--- config.mk ---
export PLATFORM = sky130hd
export DESIGN_NAME = fractional_step_decimating_averager
export DESIGN_NICKNAME = d
export VERILOG_FILES = /design/src/hw/rtl/fsda_pkg.sv /design/src/hw/rtl/fractional_step_decimating_averager.sv /design/src/hw/rtl/fsda_div.sv
export SDC_FILE = /design/constraint.sdc
export NUM_CORES = 1
export LEC_CHECK = 0
export ABC_AREA = 1
export BUFFER_PORTS_ARGS = -buffer_cell sky130_fd_sc_hd__clkbuf_2
export CAP_MARGIN = 20
export CELL_PAD_IN_SITES_DETAIL_PLACEMENT = 1
export CELL_PAD_IN_SITES_GLOBAL_PLACEMENT = 2
export CORE_MARGIN = 3
export CORE_UTILIZATION = 39
export DETAILED_ROUTE_END_ITERATION = 8
export PLACE_DENSITY_LB_ADDON = 0.1
export SYNTH_ARGS = -nofsm -noshare
export SYNTH_HDL_FRONTEND = slang
export SYNTH_HIERARCHICAL = 1
export SYNTH_SLANG_ARGS = --single-unit
--- constraint.sdc ---
create_clock -name clk -period 12.5 [get_ports clk]
set_input_delay 2.5 -clock clk [delete_from_list [all_inputs] [get_ports clk]]
set_output_delay 2.5 -clock clk [all_outputs]
set_load 0.005 [all_outputs]
--- src/hw/rtl/fsda_pkg.sv ---
package fsda_pkg;

  localparam int SampleW  = 16;
  localparam int CfgW     = 16;
  localparam int SumW     = 32;
  localparam int TotalW   = CfgW + 1;
  localparam int CntW     = 6;

  localparam logic [CntW-1:0] STEP_BITS = CntW'(TotalW);
  localparam logic [CntW-1:0] MEAN_BITS = CntW'(SumW);

  // configuration register indexes
  localparam logic REG_IN_PER_SEG  = 1'b0;
  localparam logic REG_OUT_PER_SEG = 1'b1;

  typedef struct packed {
    logic            start;
    logic [CntW-1:0] nbits;
  } div_req_t;

  typedef struct packed {
    logic busy;
    logic done;
  } div_stat_t;

endpackage

--- src/hw/rtl/fractional_step_decimating_averager.sv ---
// Fractional-rate boxcar decimator: averages runs of consecutive signed samples
// so that every segment of input samples (register 0) yields the configured
// number of averages (register 1). Run lengths follow an exact rational phase
// accumulator (remainder kept in units of the output count), and each finished
// run yields its sum divided by its length, truncated toward zero.
// start_of_data clears the phase and the partial run; a trailing partial run is
// never emitted. Both divisions go through one shared restoring divider that
// retires one quotient bit per cycle: the run-length step when a sample opens a
// run, and the mean when a sample closes a run.
// in_ready is low while an item is worked.
// A finished average sits in the output register while the next sample is
// taken; the block only waits for out_ready when a second average is done.
// Configuration writes are always taken (cfg_ready high) and apply when the
// next run starts.
module fractional_step_decimating_averager (
  input  logic                              clk,
  input  logic                              rst_n,
  // sample channel
  input  logic                              in_valid,
  output logic                              in_ready,
  input  logic signed [fsda_pkg::SampleW-1:0] in_sample,
  input  logic                              in_start_of_data,
  // average channel
  output logic                              out_valid,
  input  logic                              out_ready,
  output logic signed [fsda_pkg::SampleW-1:0] out_average,
  // configuration writes
  input  logic                              cfg_valid,
  output logic                              cfg_ready,
  input  logic                              cfg_index,
  input  logic [fsda_pkg::CfgW-1:0]         cfg_data
);

  typedef enum logic [2:0] {
    ST_IDLE,
    ST_STEP,
    ST_ACC,
    ST_MEAN,
    ST_EMIT
  } state_t;

  state_t state_r;

  // configuration
  logic [fsda_pkg::CfgW-1:0] in_per_seg_r;
  logic [fsda_pkg::CfgW-1:0] out_per_seg_r;

  // run state
  logic [fsda_pkg::CfgW-1:0] phase_r;
  logic [fsda_pkg::CfgW-1:0] run_length_r;
  logic [fsda_pkg::CfgW-1:0] run_count_r;
  logic [fsda_pkg::SumW-1:0] run_sum_r;

  // item and result holding
  logic [fsda_pkg::SampleW-1:0] sample_r;
  logic                         neg_r;
  logic [fsda_pkg::SampleW-1:0] avg_r;
  logic [fsda_pkg::SampleW-1:0] out_average_r;
  logic                         out_valid_r;

  // combinational
  logic                        in_xfer;
  logic                        new_run;
  logic [fsda_pkg::CfgW-1:0]   seg_eff;
  logic [fsda_pkg::CfgW-1:0]   samp_eff;
  logic [fsda_pkg::TotalW-1:0] total;
  logic [fsda_pkg::SumW-1:0]   sum_add;
  logic [fsda_pkg::CfgW:0]     cnt_inc;
  logic                        run_done;
  logic [fsda_pkg::SumW-1:0]   sum_mag;

  fsda_pkg::div_req_t          div_req;
  fsda_pkg::div_stat_t         div_stat;
  logic [fsda_pkg::SumW-1:0]   div_dividend;
  logic [fsda_pkg::CfgW-1:0]   div_divisor;
  logic [fsda_pkg::SumW-1:0]   div_quo;
  logic [fsda_pkg::CfgW-1:0]   div_rem;

  assign in_ready    = (state_r == ST_IDLE);
  assign in_xfer     = in_valid && in_ready;
  assign cfg_ready   = 1'b1;
  assign out_valid   = out_valid_r;
  assign out_average = out_average_r;

  always_comb begin
    // zero registers act as one, sampling size never above segment size
    seg_eff  = (in_per_seg_r == '0) ? fsda_pkg::CfgW'(1) : in_per_seg_r;
    samp_eff = (out_per_seg_r == '0) ? fsda_pkg::CfgW'(1) : out_per_seg_r;
    if (samp_eff > seg_eff) begin
      samp_eff = seg_eff;
    end
    // start flag clears phase and partial run before the sample is used
    new_run = in_start_of_data || (run_count_r == '0);
    total   = {1'b0, (in_start_of_data ? fsda_pkg::CfgW'(0) : phase_r)} + {1'b0, seg_eff};

    // accumulate the held sample, sign extended
    sum_add  = run_sum_r + {{(fsda_pkg::SumW-fsda_pkg::SampleW){sample_r[fsda_pkg::SampleW-1]}},
                            sample_r};
    cnt_inc  = {1'b0, run_count_r} + 1'b1;
    run_done = cnt_inc >= {1'b0, run_length_r};
    sum_mag  = sum_add[fsda_pkg::SumW-1] ? (~sum_add + 1'b1) : sum_add;
  end

  // divider requests: run-length step from idle, mean from accumulate
  always_comb begin
    div_req.start = 1'b0;
    div_req.nbits = fsda_pkg::STEP_BITS;
    div_dividend  = {total, {(fsda_pkg::SumW-fsda_pkg::TotalW){1'b0}}};
    div_divisor   = samp_eff;
    case (state_r)
      ST_IDLE: begin
        div_req.start = in_xfer && new_run;
      end
      ST_ACC: begin
        div_req.start = run_done;
        div_req.nbits = fsda_pkg::MEAN_BITS;
        div_dividend  = sum_mag;
        div_divisor   = run_length_r;
      end
      default: begin
        div_req.start = 1'b0;
      end
    endcase
  end

  fsda_div u_div (
    .clk       (clk),
    .rst_n     (rst_n),
    .req       (div_req),
    .dividend  (div_dividend),
    .divisor   (div_divisor),
    .stat      (div_stat),
    .quotient  (div_quo),
    .remainder (div_rem)
  );

  // configuration registers, taken at any time
  always_ff @(posedge clk) begin
    if (!rst_n) begin
      in_per_seg_r  <= fsda_pkg::CfgW'(1);
      out_per_seg_r <= fsda_pkg::CfgW'(1);
    end else if (cfg_valid) begin
      case (cfg_index)
        fsda_pkg::REG_IN_PER_SEG:  in_per_seg_r  <= cfg_data;
        fsda_pkg::REG_OUT_PER_SEG: out_per_seg_r <= cfg_data;
        default: ;
      endcase
    end
  end

  // sequencer with its registered outputs
  always_ff @(posedge clk) begin
    if (!rst_n) begin
      state_r      <= ST_IDLE;
      phase_r      <= '0;
      run_length_r <= '0;
      run_count_r  <= '0;
      run_sum_r    <= '0;
      neg_r        <= 1'b0;
      out_valid_r  <= 1'b0;
    end else begin
      // the emit state keeps or refills the output register itself
      if (out_valid_r && out_ready && state_r != ST_EMIT) begin
        out_valid_r <= 1'b0;
      end
      case (state_r)
        ST_IDLE: begin
          if (in_xfer) begin
            sample_r <= in_sample;
            if (in_start_of_data) begin
              phase_r     <= '0;
              run_count_r <= '0;
              run_sum_r   <= '0;
            end
            state_r <= new_run ? ST_STEP : ST_ACC;
          end
        end
        ST_STEP: begin
          // quotient is the run length, saturated; the residue is the new phase
          if (div_stat.done) begin
            phase_r      <= div_rem;
            run_length_r <= (div_quo[fsda_pkg::TotalW-1:fsda_pkg::CfgW] != '0) ? '1 :
                            (div_quo[fsda_pkg::CfgW-1:0] == '0) ? fsda_pkg::CfgW'(1) :
                            div_quo[fsda_pkg::CfgW-1:0];
            run_count_r  <= '0;
            run_sum_r    <= '0;
            state_r      <= ST_ACC;
          end
        end
        ST_ACC: begin
          if (run_done) begin
            neg_r       <= sum_add[fsda_pkg::SumW-1];
            run_count_r <= '0;
            run_sum_r   <= '0;
            state_r     <= ST_MEAN;
          end else begin
            run_count_r <= cnt_inc[fsda_pkg::CfgW-1:0];
            run_sum_r   <= sum_add;
            state_r     <= ST_IDLE;
          end
        end
        ST_MEAN: begin
          // magnitude quotient, sign restored, kept to sample width
          if (div_stat.done) begin
            avg_r   <= neg_r ? (~div_quo[fsda_pkg::SampleW-1:0] + 1'b1)
                             : div_quo[fsda_pkg::SampleW-1:0];
            state_r <= ST_EMIT;
          end
        end
        ST_EMIT: begin
          if (!out_valid_r || out_ready) begin
            out_average_r <= avg_r;
            out_valid_r   <= 1'b1;
            state_r       <= ST_IDLE;
          end
        end
        default: begin
          state_r <= ST_IDLE;
        end
      endcase
    end
  end

endmodule

--- src/hw/rtl/fsda_div.sv ---
module fsda_div (
  input  logic                              clk,
  input  logic                              rst_n,
  input  fsda_pkg::div_req_t                req,
  input  logic [fsda_pkg::SumW-1:0]         dividend,
  input  logic [fsda_pkg::CfgW-1:0]         divisor,
  output fsda_pkg::div_stat_t               stat,
  output logic [fsda_pkg::SumW-1:0]         quotient,
  output logic [fsda_pkg::CfgW-1:0]         remainder
);

  logic [fsda_pkg::SumW-1:0] quo_r;
  logic [fsda_pkg::CfgW-1:0] rem_r;
  logic [fsda_pkg::CfgW-1:0] den_r;
  logic [fsda_pkg::CntW-1:0] cnt_r;
  logic                      done_r;

  logic [fsda_pkg::CfgW:0]   rem_sh;
  logic [fsda_pkg::CfgW:0]   diff;
  logic                      fits;
  logic [fsda_pkg::CfgW-1:0] rem_nxt;

  // one restoring step: bring down the next dividend bit, try a subtract
  always_comb begin
    rem_sh  = {rem_r, quo_r[fsda_pkg::SumW-1]};
    diff    = rem_sh - {1'b0, den_r};
    fits    = rem_sh >= {1'b0, den_r};
    rem_nxt = fits ? diff[fsda_pkg::CfgW-1:0] : rem_sh[fsda_pkg::CfgW-1:0];
  end

  always_ff @(posedge clk) begin
    if (!rst_n) begin
      cnt_r  <= '0;
      done_r <= 1'b0;
    end else begin
      done_r <= 1'b0;
      if (req.start) begin
        quo_r <= dividend;
        rem_r <= '0;
        den_r <= divisor;
        cnt_r <= req.nbits;
      end else if (cnt_r != '0) begin
        quo_r  <= {quo_r[fsda_pkg::SumW-2:0], fits};
        rem_r  <= rem_nxt;
        cnt_r  <= cnt_r - 1'b1;
        done_r <= (cnt_r == fsda_pkg::CntW'(1));
      end
    end
  end

  assign stat.busy = (cnt_r != '0);
  assign stat.done = done_r;
  assign quotient  = quo_r;
  assign remainder = rem_r;

endmodule
* Word level (Yosys, flattened, before mapping)
Index checks and enable logic that the tools add are counted.
** Word-level totals
- Flip-flop bits (word level) :: 236
- Input port bits :: 39
- Output and inout port bits :: 19
- Word-level logic and storage cells :: 113
** Cells by class
- $add $sub $neg :: 7
- Order comparisons :: 3
- Equality and inequality tests :: 11
- Multiplexer cells :: 41
- Bitwise logic cells :: 5
- Reduce and logical (&&, ||, !) cells :: 29
** Operator list (count)
- $mux W16 :: 16
- $mux W32 :: 8
- $pmux W32 S3 :: 1
- $logic_not A16 Y1 :: 4
- $pmux W16 S3 :: 1
- $ge A17 B16 Y1 :: 2
- $add A32 B1 Y32 const B :: 1
- $add A32 B32 Y32 :: 1
- $not A32 Y32 :: 1
- $pmux W16 S2 :: 1
- $mux W6 :: 3
- $add A16 B1 Y17 const B :: 1
- $add A16 B16 Y17 :: 1
- $add A16 B1 Y16 const B :: 1
- $gt A16 B16 Y1 :: 1
- $not A16 Y16 :: 1
- $sub A16 B16 Y16 :: 1
- $pmux W3 S5 :: 1
- $mux W3 :: 4
- $reduce_and A2 Y1 :: 6
- $reduce_and A3 Y1 :: 4
- $ne A2 B1 Y1 const B :: 4
- $reduce_and A4 Y1 :: 2
- $eq A3 B2 Y1 const B :: 2
- 18 further kinds :: 28

* Longest topological paths before layout
- Depth in word-level cells :: 6
- Mapped depth :: 23
- Mapped depth without buffers :: 23

* Hierarchy
Netlist, hierarchy kept.
** Modules (own cells, without submodules)
- fractional_step_decimating_averager :: times used 1, cells an instance 1857, area each 12324.3 um^2, sequential area each 3783.6 um^2
- fsda_div :: times used 1, cells an instance 525, area each 4155.2 um^2, sequential area each 2062.0 um^2

* Least setup slack after synthesis
Ideal clock, no wire load.
- Path type :: in2reg
- From :: input port in_start_of_data
- To :: register u_div/cnt_r[4] (netlist bit)
- Setup time :: 0.080 ns
- Arrival time :: 5.690 ns
- Data required time :: 12.420 ns
- Slack :: 6.730 ns
- Cell stages on the path :: 8
- Path buffers :: 1
- Cell sequence :: clkbuf_1 a31o_2 nand2_1 nand2_1 nor2_1 nor2_1 o21ai_0 a21oi_1
** RTL lines
- start, declared :: RTL line fractional_step_decimating_averager.sv:22 : input logic in_start_of_data,
- end signal, assigned :: RTL line fsda_div.sv:41 : cnt_r <= req.nbits;
- end signal, assigned :: RTL line fsda_div.sv:45 : cnt_r <= cnt_r - 1'b1;
- end, declared :: RTL line fsda_div.sv:15 : logic [fsda_pkg::CntW-1:0] cnt_r;

==> impl_summary.md <==
Synthesis
The post-synthesis cell type with the largest combined area is sky130_fd_sc_hd__edfxtp_1. The number of distinct library cell variants in the gate-level netlist after synthesis is 58. The most used flip-flop cell after synthesis is sky130_fd_sc_hd__dfxtp_1. The mapped netlist covers approximately 16000 sq um. The synthesized area per cell is 6.918 sq um. The share of the Yosys chip area taken by registers is 35.47%.

Sorting the synthesized cells by area gives the leading types as sky130_fd_sc_hd__edfxtp_1 (20%), sky130_fd_sc_hd__nand2_1 (16%), sky130_fd_sc_hd__dfxtp_1 (15%). The area share of the leading cell type in the synthesized netlist is 20.41%. Yosys printed 6 warnings. Counting flops and latches in the post-synthesis netlist gives 236.

The share of flip-flops with an asynchronous set or reset after synthesis is 0%. The number of instances in the synthesized netlist is roughly 2.4k. In this run, synthesis inferred about 110 flip-flops with an integrated enable.

Detailed routing
The count of nets left with antenna violations once routing finished came out at 0. The first-pass iteration count of the detailed router is 5. Dividing the detail-routed via count by the number of cells gives about 5.2. The average wire per cell in the routed design is 19.04 microns.

The number of vias after detailed routing is 15.28k. The DRC violation count after routing is 0. The number of violations reported at the end of detailed-routing iteration 0 is 796.

The total wire length after detailed routing is 56.04 mm.

STA
The minimum period implied by the final worst setup slack is about 5.3 ns. The timing-limited maximum frequency is about 190 MHz. The hold violation total from the final report was 0.

The final critical-path share of the clock period is 42.46%. Setup violations remaining at the end of the flow were counted as 0. After layout, the worst setup slack is 7.192 ns. Setup repair after global routing left no endpoint under its margin. The max-slew violation total from the final report is 0.

The summed negative setup slack over all endpoints is 0 ns. The slew at the pin closest to its max-slew limit is 0.9778 ns. The normalized max-slew margin is 34.66%. The setup clock skew after layout is 0.02471 ns.

Pwr
The power per cell area is 164.1 nW/um^2. In this run, the clock network consumes between 20% and 30% of the power. Of the total power, the share spent switching nets is 39.78%. The highest ir drop seen on vdd is 0.0001258 V.

The power share of the sequential group is 36.2%. The power dissipated by switching net loads is 1.180 mW. In this run the static leakage power is between 8 and 9 nW. Combinational logic is responsible for 35.1% of the overall power.

The internal portion of the total power is 1.786 mW.

Floorplanning
The number of standard-cell rows in the floorplan is 74. The floorplan step defined a die boundary enclosing 44760 sq um. Pin placement for this block handled 58 I/O pins.

The initial utilization of the core area, before any placement, comes to 39.91%. The die is 211.6 microns wide. The core outline area is ~41000 sq um. The floorplan die height is 211.6 microns.

CTS
The clock transition at the registers of the reported paths is 0.06 ns. The total number of H-tree levels is 1. For the worst-skew pair, the clock arrives at the later sink with an insertion delay of roughly 0.59 ns.

For this design, the sink count on the clock tree is 236. TritonCTS built the clock tree. After clock tree synthesis, the repair step resized 0 gates. The cts-stage hold buffer count is 0. In this run the deepest clock path goes through 3 buffers. The post-CTS setup buffer count is 0. The clock root buffer master is sky130_fd_sc_hd__clkbuf_16. The number of buffers created by CTS is 30.

Global routing
The global-route usage over all layers is 25.09%. The final global-route overflow total is 0. The first-pass GRT wire length is 88.48 mm. Entering global routing, the biggest net connects 50 pins.

The number of antenna violations at the first check in global routing is 1. The via count of the first global-routing pass is 15.84k.

Place
The number of buffers inserted by port buffering is 56. The worst slack after detailed placement is 6.901 ns. The placed wire-length estimate is 43.84 mm. The number of placed instances, taps included, is 2885. The routability congestion estimate is 0.8497.

Critical path
The class of the most critical setup path is flip-flop to flip-flop. At the worst endpoint, the arrival time is 5.76 ns. The reg-to-reg startpoint is run_count_r[0]. The worst-case register-to-register setup slack is 7.19 ns. At the worst endpoint, the required time is approximately 13 ns.

The most critical setup path has its startpoint at run_count_r[0]. Along the worst path, the maximum fanout reaches 41. The worst setup path is captured at a flip-flop.

The type of element launching the critical path is a flip-flop.

Outcome
The flow ran to the end, and the final reports show no timing, DRC or antenna violations.

Run
The tool flagged a number of max-cap violations equal to 0.

Final layout
Fill cells in the final layout number between 5k and 6k. The final cell count without fillers is 2943. Relative to the synthesized area, the layout overhead comes to 9.680%. The layout net count is 2531. The post-route netlist has between 9 and 10% of its cells at a drive strength greater than 1.

0 antenna diodes ended up in the layout.

Min path
The min-delay analysis places its worst path in the category flip-flop to flip-flop. The worst hold path begins at avg_r[10].
[layout make-up]
type | instances | area, sq um | share of cell area [%]
Inverter | 338 | 1271 | 7.033
Clock inverter | 17 | 137.6 | 0.7615
Multi-Input combinational cell | 1713 | 8935 | 49.43
Clock buffer | 38 | 812.0 | 4.493
Tap cell | 532 | 665.6 | 3.683
Timing Repair Buffer | 69 | 407.9 | 2.257
Sequential cell | 236 | 5846 | 32.34
[power groups by stage]
stage                     clock (mW)  combinational (mW)  sequential, mW
after CTS                      0.874                1.04            1.08
after floorplan                    0               0.750            1.04
final                          0.853                1.04            1.07
after detailed placement           0                1.04            1.09
after global routing           0.901                1.18            1.08
after global placement             0                1.00            1.09
[per-layer routing]
metal	part of all wire (%)	routed length, microns	vias to the layer above	GRT usage [%]
li1	-	-	7689	-
met1	46	25720	7357	32.84
met2	49	27430	171	44.37
met3	2.4	1327	63	2.475
met4	2.8	1566	0	6.697
met5	0	0	-	0
[synthesized netlist by cell type (all sizes together) (4+ instances only)]
library cell and count:
buf 24, nand4 27, inv 335, edfxtp 112
nor3 34, nor2 240, and2 4, a221oi 12
o21ai 118, xor2 32, clkbuf 73, nor4 14
dfxtp 124, ha 101, xnor2 14, nand3 132
a21oi 152, o211ai 15, nand2 754, a211oi 9
a31oi 18
[metrics by stage]
step	hold slack [ns]	instance area, sq um	util [%]	power, mW
finish	0.4161	18070	43.77	2.966
global route	0.4307	18070	43.77	3.168
CTS	0.4150	18020	43.64	2.993
detailed placement	0.4057	17070	41.34	2.128
global placement	0.4060	17070	41.33	2.093
floorplan	0.4003	16490	-	1.788
[sequential cells by signal, indices dropped and copies added, names as in the netlist, 3 cells and up]
signal	count
run_sum_r	32
u_div/quotient	32
avg_r	16
in_per_seg_r	16
out_average	16
out_per_seg_r	16
phase_r	16
run_count_r	16
run_length_r	16
sample_r	16
u_div/den_r	16
u_div/remainder	16
u_div/cnt_r	6
state_r	3
[cells in the final DEF, fill, tap and decap left out, types with 4 or more instances in the layout]
cell type	n
sky130_fd_sc_hd__a211oi_1	9
sky130_fd_sc_hd__a21oi_1	121
sky130_fd_sc_hd__a21oi_2	31
sky130_fd_sc_hd__a221oi_1	12
sky130_fd_sc_hd__a31oi_1	18
sky130_fd_sc_hd__and2_1	4
sky130_fd_sc_hd__buf_4	10
sky130_fd_sc_hd__clkbuf_1	6
sky130_fd_sc_hd__clkbuf_16	31
sky130_fd_sc_hd__clkbuf_2	56
sky130_fd_sc_hd__clkinv_1	6
sky130_fd_sc_hd__clkinv_2	10
sky130_fd_sc_hd__conb_1	4
sky130_fd_sc_hd__dfxtp_1	124
sky130_fd_sc_hd__edfxtp_1	112
sky130_fd_sc_hd__ha_1	101
sky130_fd_sc_hd__inv_1	331
sky130_fd_sc_hd__nand2_1	715
sky130_fd_sc_hd__nand2_2	36
sky130_fd_sc_hd__nand3_1	126
sky130_fd_sc_hd__nand3_2	6
sky130_fd_sc_hd__nand4_1	27
sky130_fd_sc_hd__nor2_1	225
sky130_fd_sc_hd__nor2_2	9
sky130_fd_sc_hd__nor2_4	6
sky130_fd_sc_hd__nor3_1	30
sky130_fd_sc_hd__nor4_1	14
sky130_fd_sc_hd__o211ai_1	15
sky130_fd_sc_hd__o21ai_0	105
sky130_fd_sc_hd__o21ai_1	10
sky130_fd_sc_hd__xnor2_1	14
sky130_fd_sc_hd__xor2_1	32
[final timing paths]
path,endpoint,cells after the start
setup / recovery,u_div/cnt_r[3],23
hold / removal,out_average[10],0
setup reg to reg,u_div/cnt_r[3],23
hold reg to reg,out_average[10],0
[cell families (layout without fill, tap and decap cells)]
logic type	after synthesis	after routing	share of synthesized area, %
AOI/OAI and AO/OA	345	345	12.35
xor gates and xnor gates	46	46	2.445
adders and majority gates	104	104	8.033
buffers and inverters	435	462	10.56
DFF	236	236	35.47
muxes	1	1	0.06074
other	2	4	0.04557
and+or+nand+nor	1213	1213	31.04
[critical path: stages, from the launching register on]
cell                       delay [ns]
sky130_fd_sc_hd__dfxtp_1         0.46
sky130_fd_sc_hd__nand2_1         0.08
sky130_fd_sc_hd__nor2_1          0.19
sky130_fd_sc_hd__nand3_1         0.14
sky130_fd_sc_hd__nor2_1          0.14
sky130_fd_sc_hd__nand2_1         0.12
sky130_fd_sc_hd__nor3_2          0.19
sky130_fd_sc_hd__nand3_1         0.16
sky130_fd_sc_hd__nor2_1          0.14
sky130_fd_sc_hd__xor2_1          0.29
sky130_fd_sc_hd__ha_1            0.18
sky130_fd_sc_hd__nand2_1         0.06
sky130_fd_sc_hd__inv_1           0.08
sky130_fd_sc_hd__nand3_1         0.06
sky130_fd_sc_hd__or4_1           0.48
sky130_fd_sc_hd__nand3_2         0.14
sky130_fd_sc_hd__nand2_1         0.15
sky130_fd_sc_hd__nand2_1         0.11
sky130_fd_sc_hd__buf_4           0.38
sky130_fd_sc_hd__clkinv_1        0.69
sky130_fd_sc_hd__buf_4           0.49
sky130_fd_sc_hd__nand2_1         0.11
sky130_fd_sc_hd__inv_1           0.05
sky130_fd_sc_hd__a32o_1          0.23
Power figures use the tool's default switching activity.
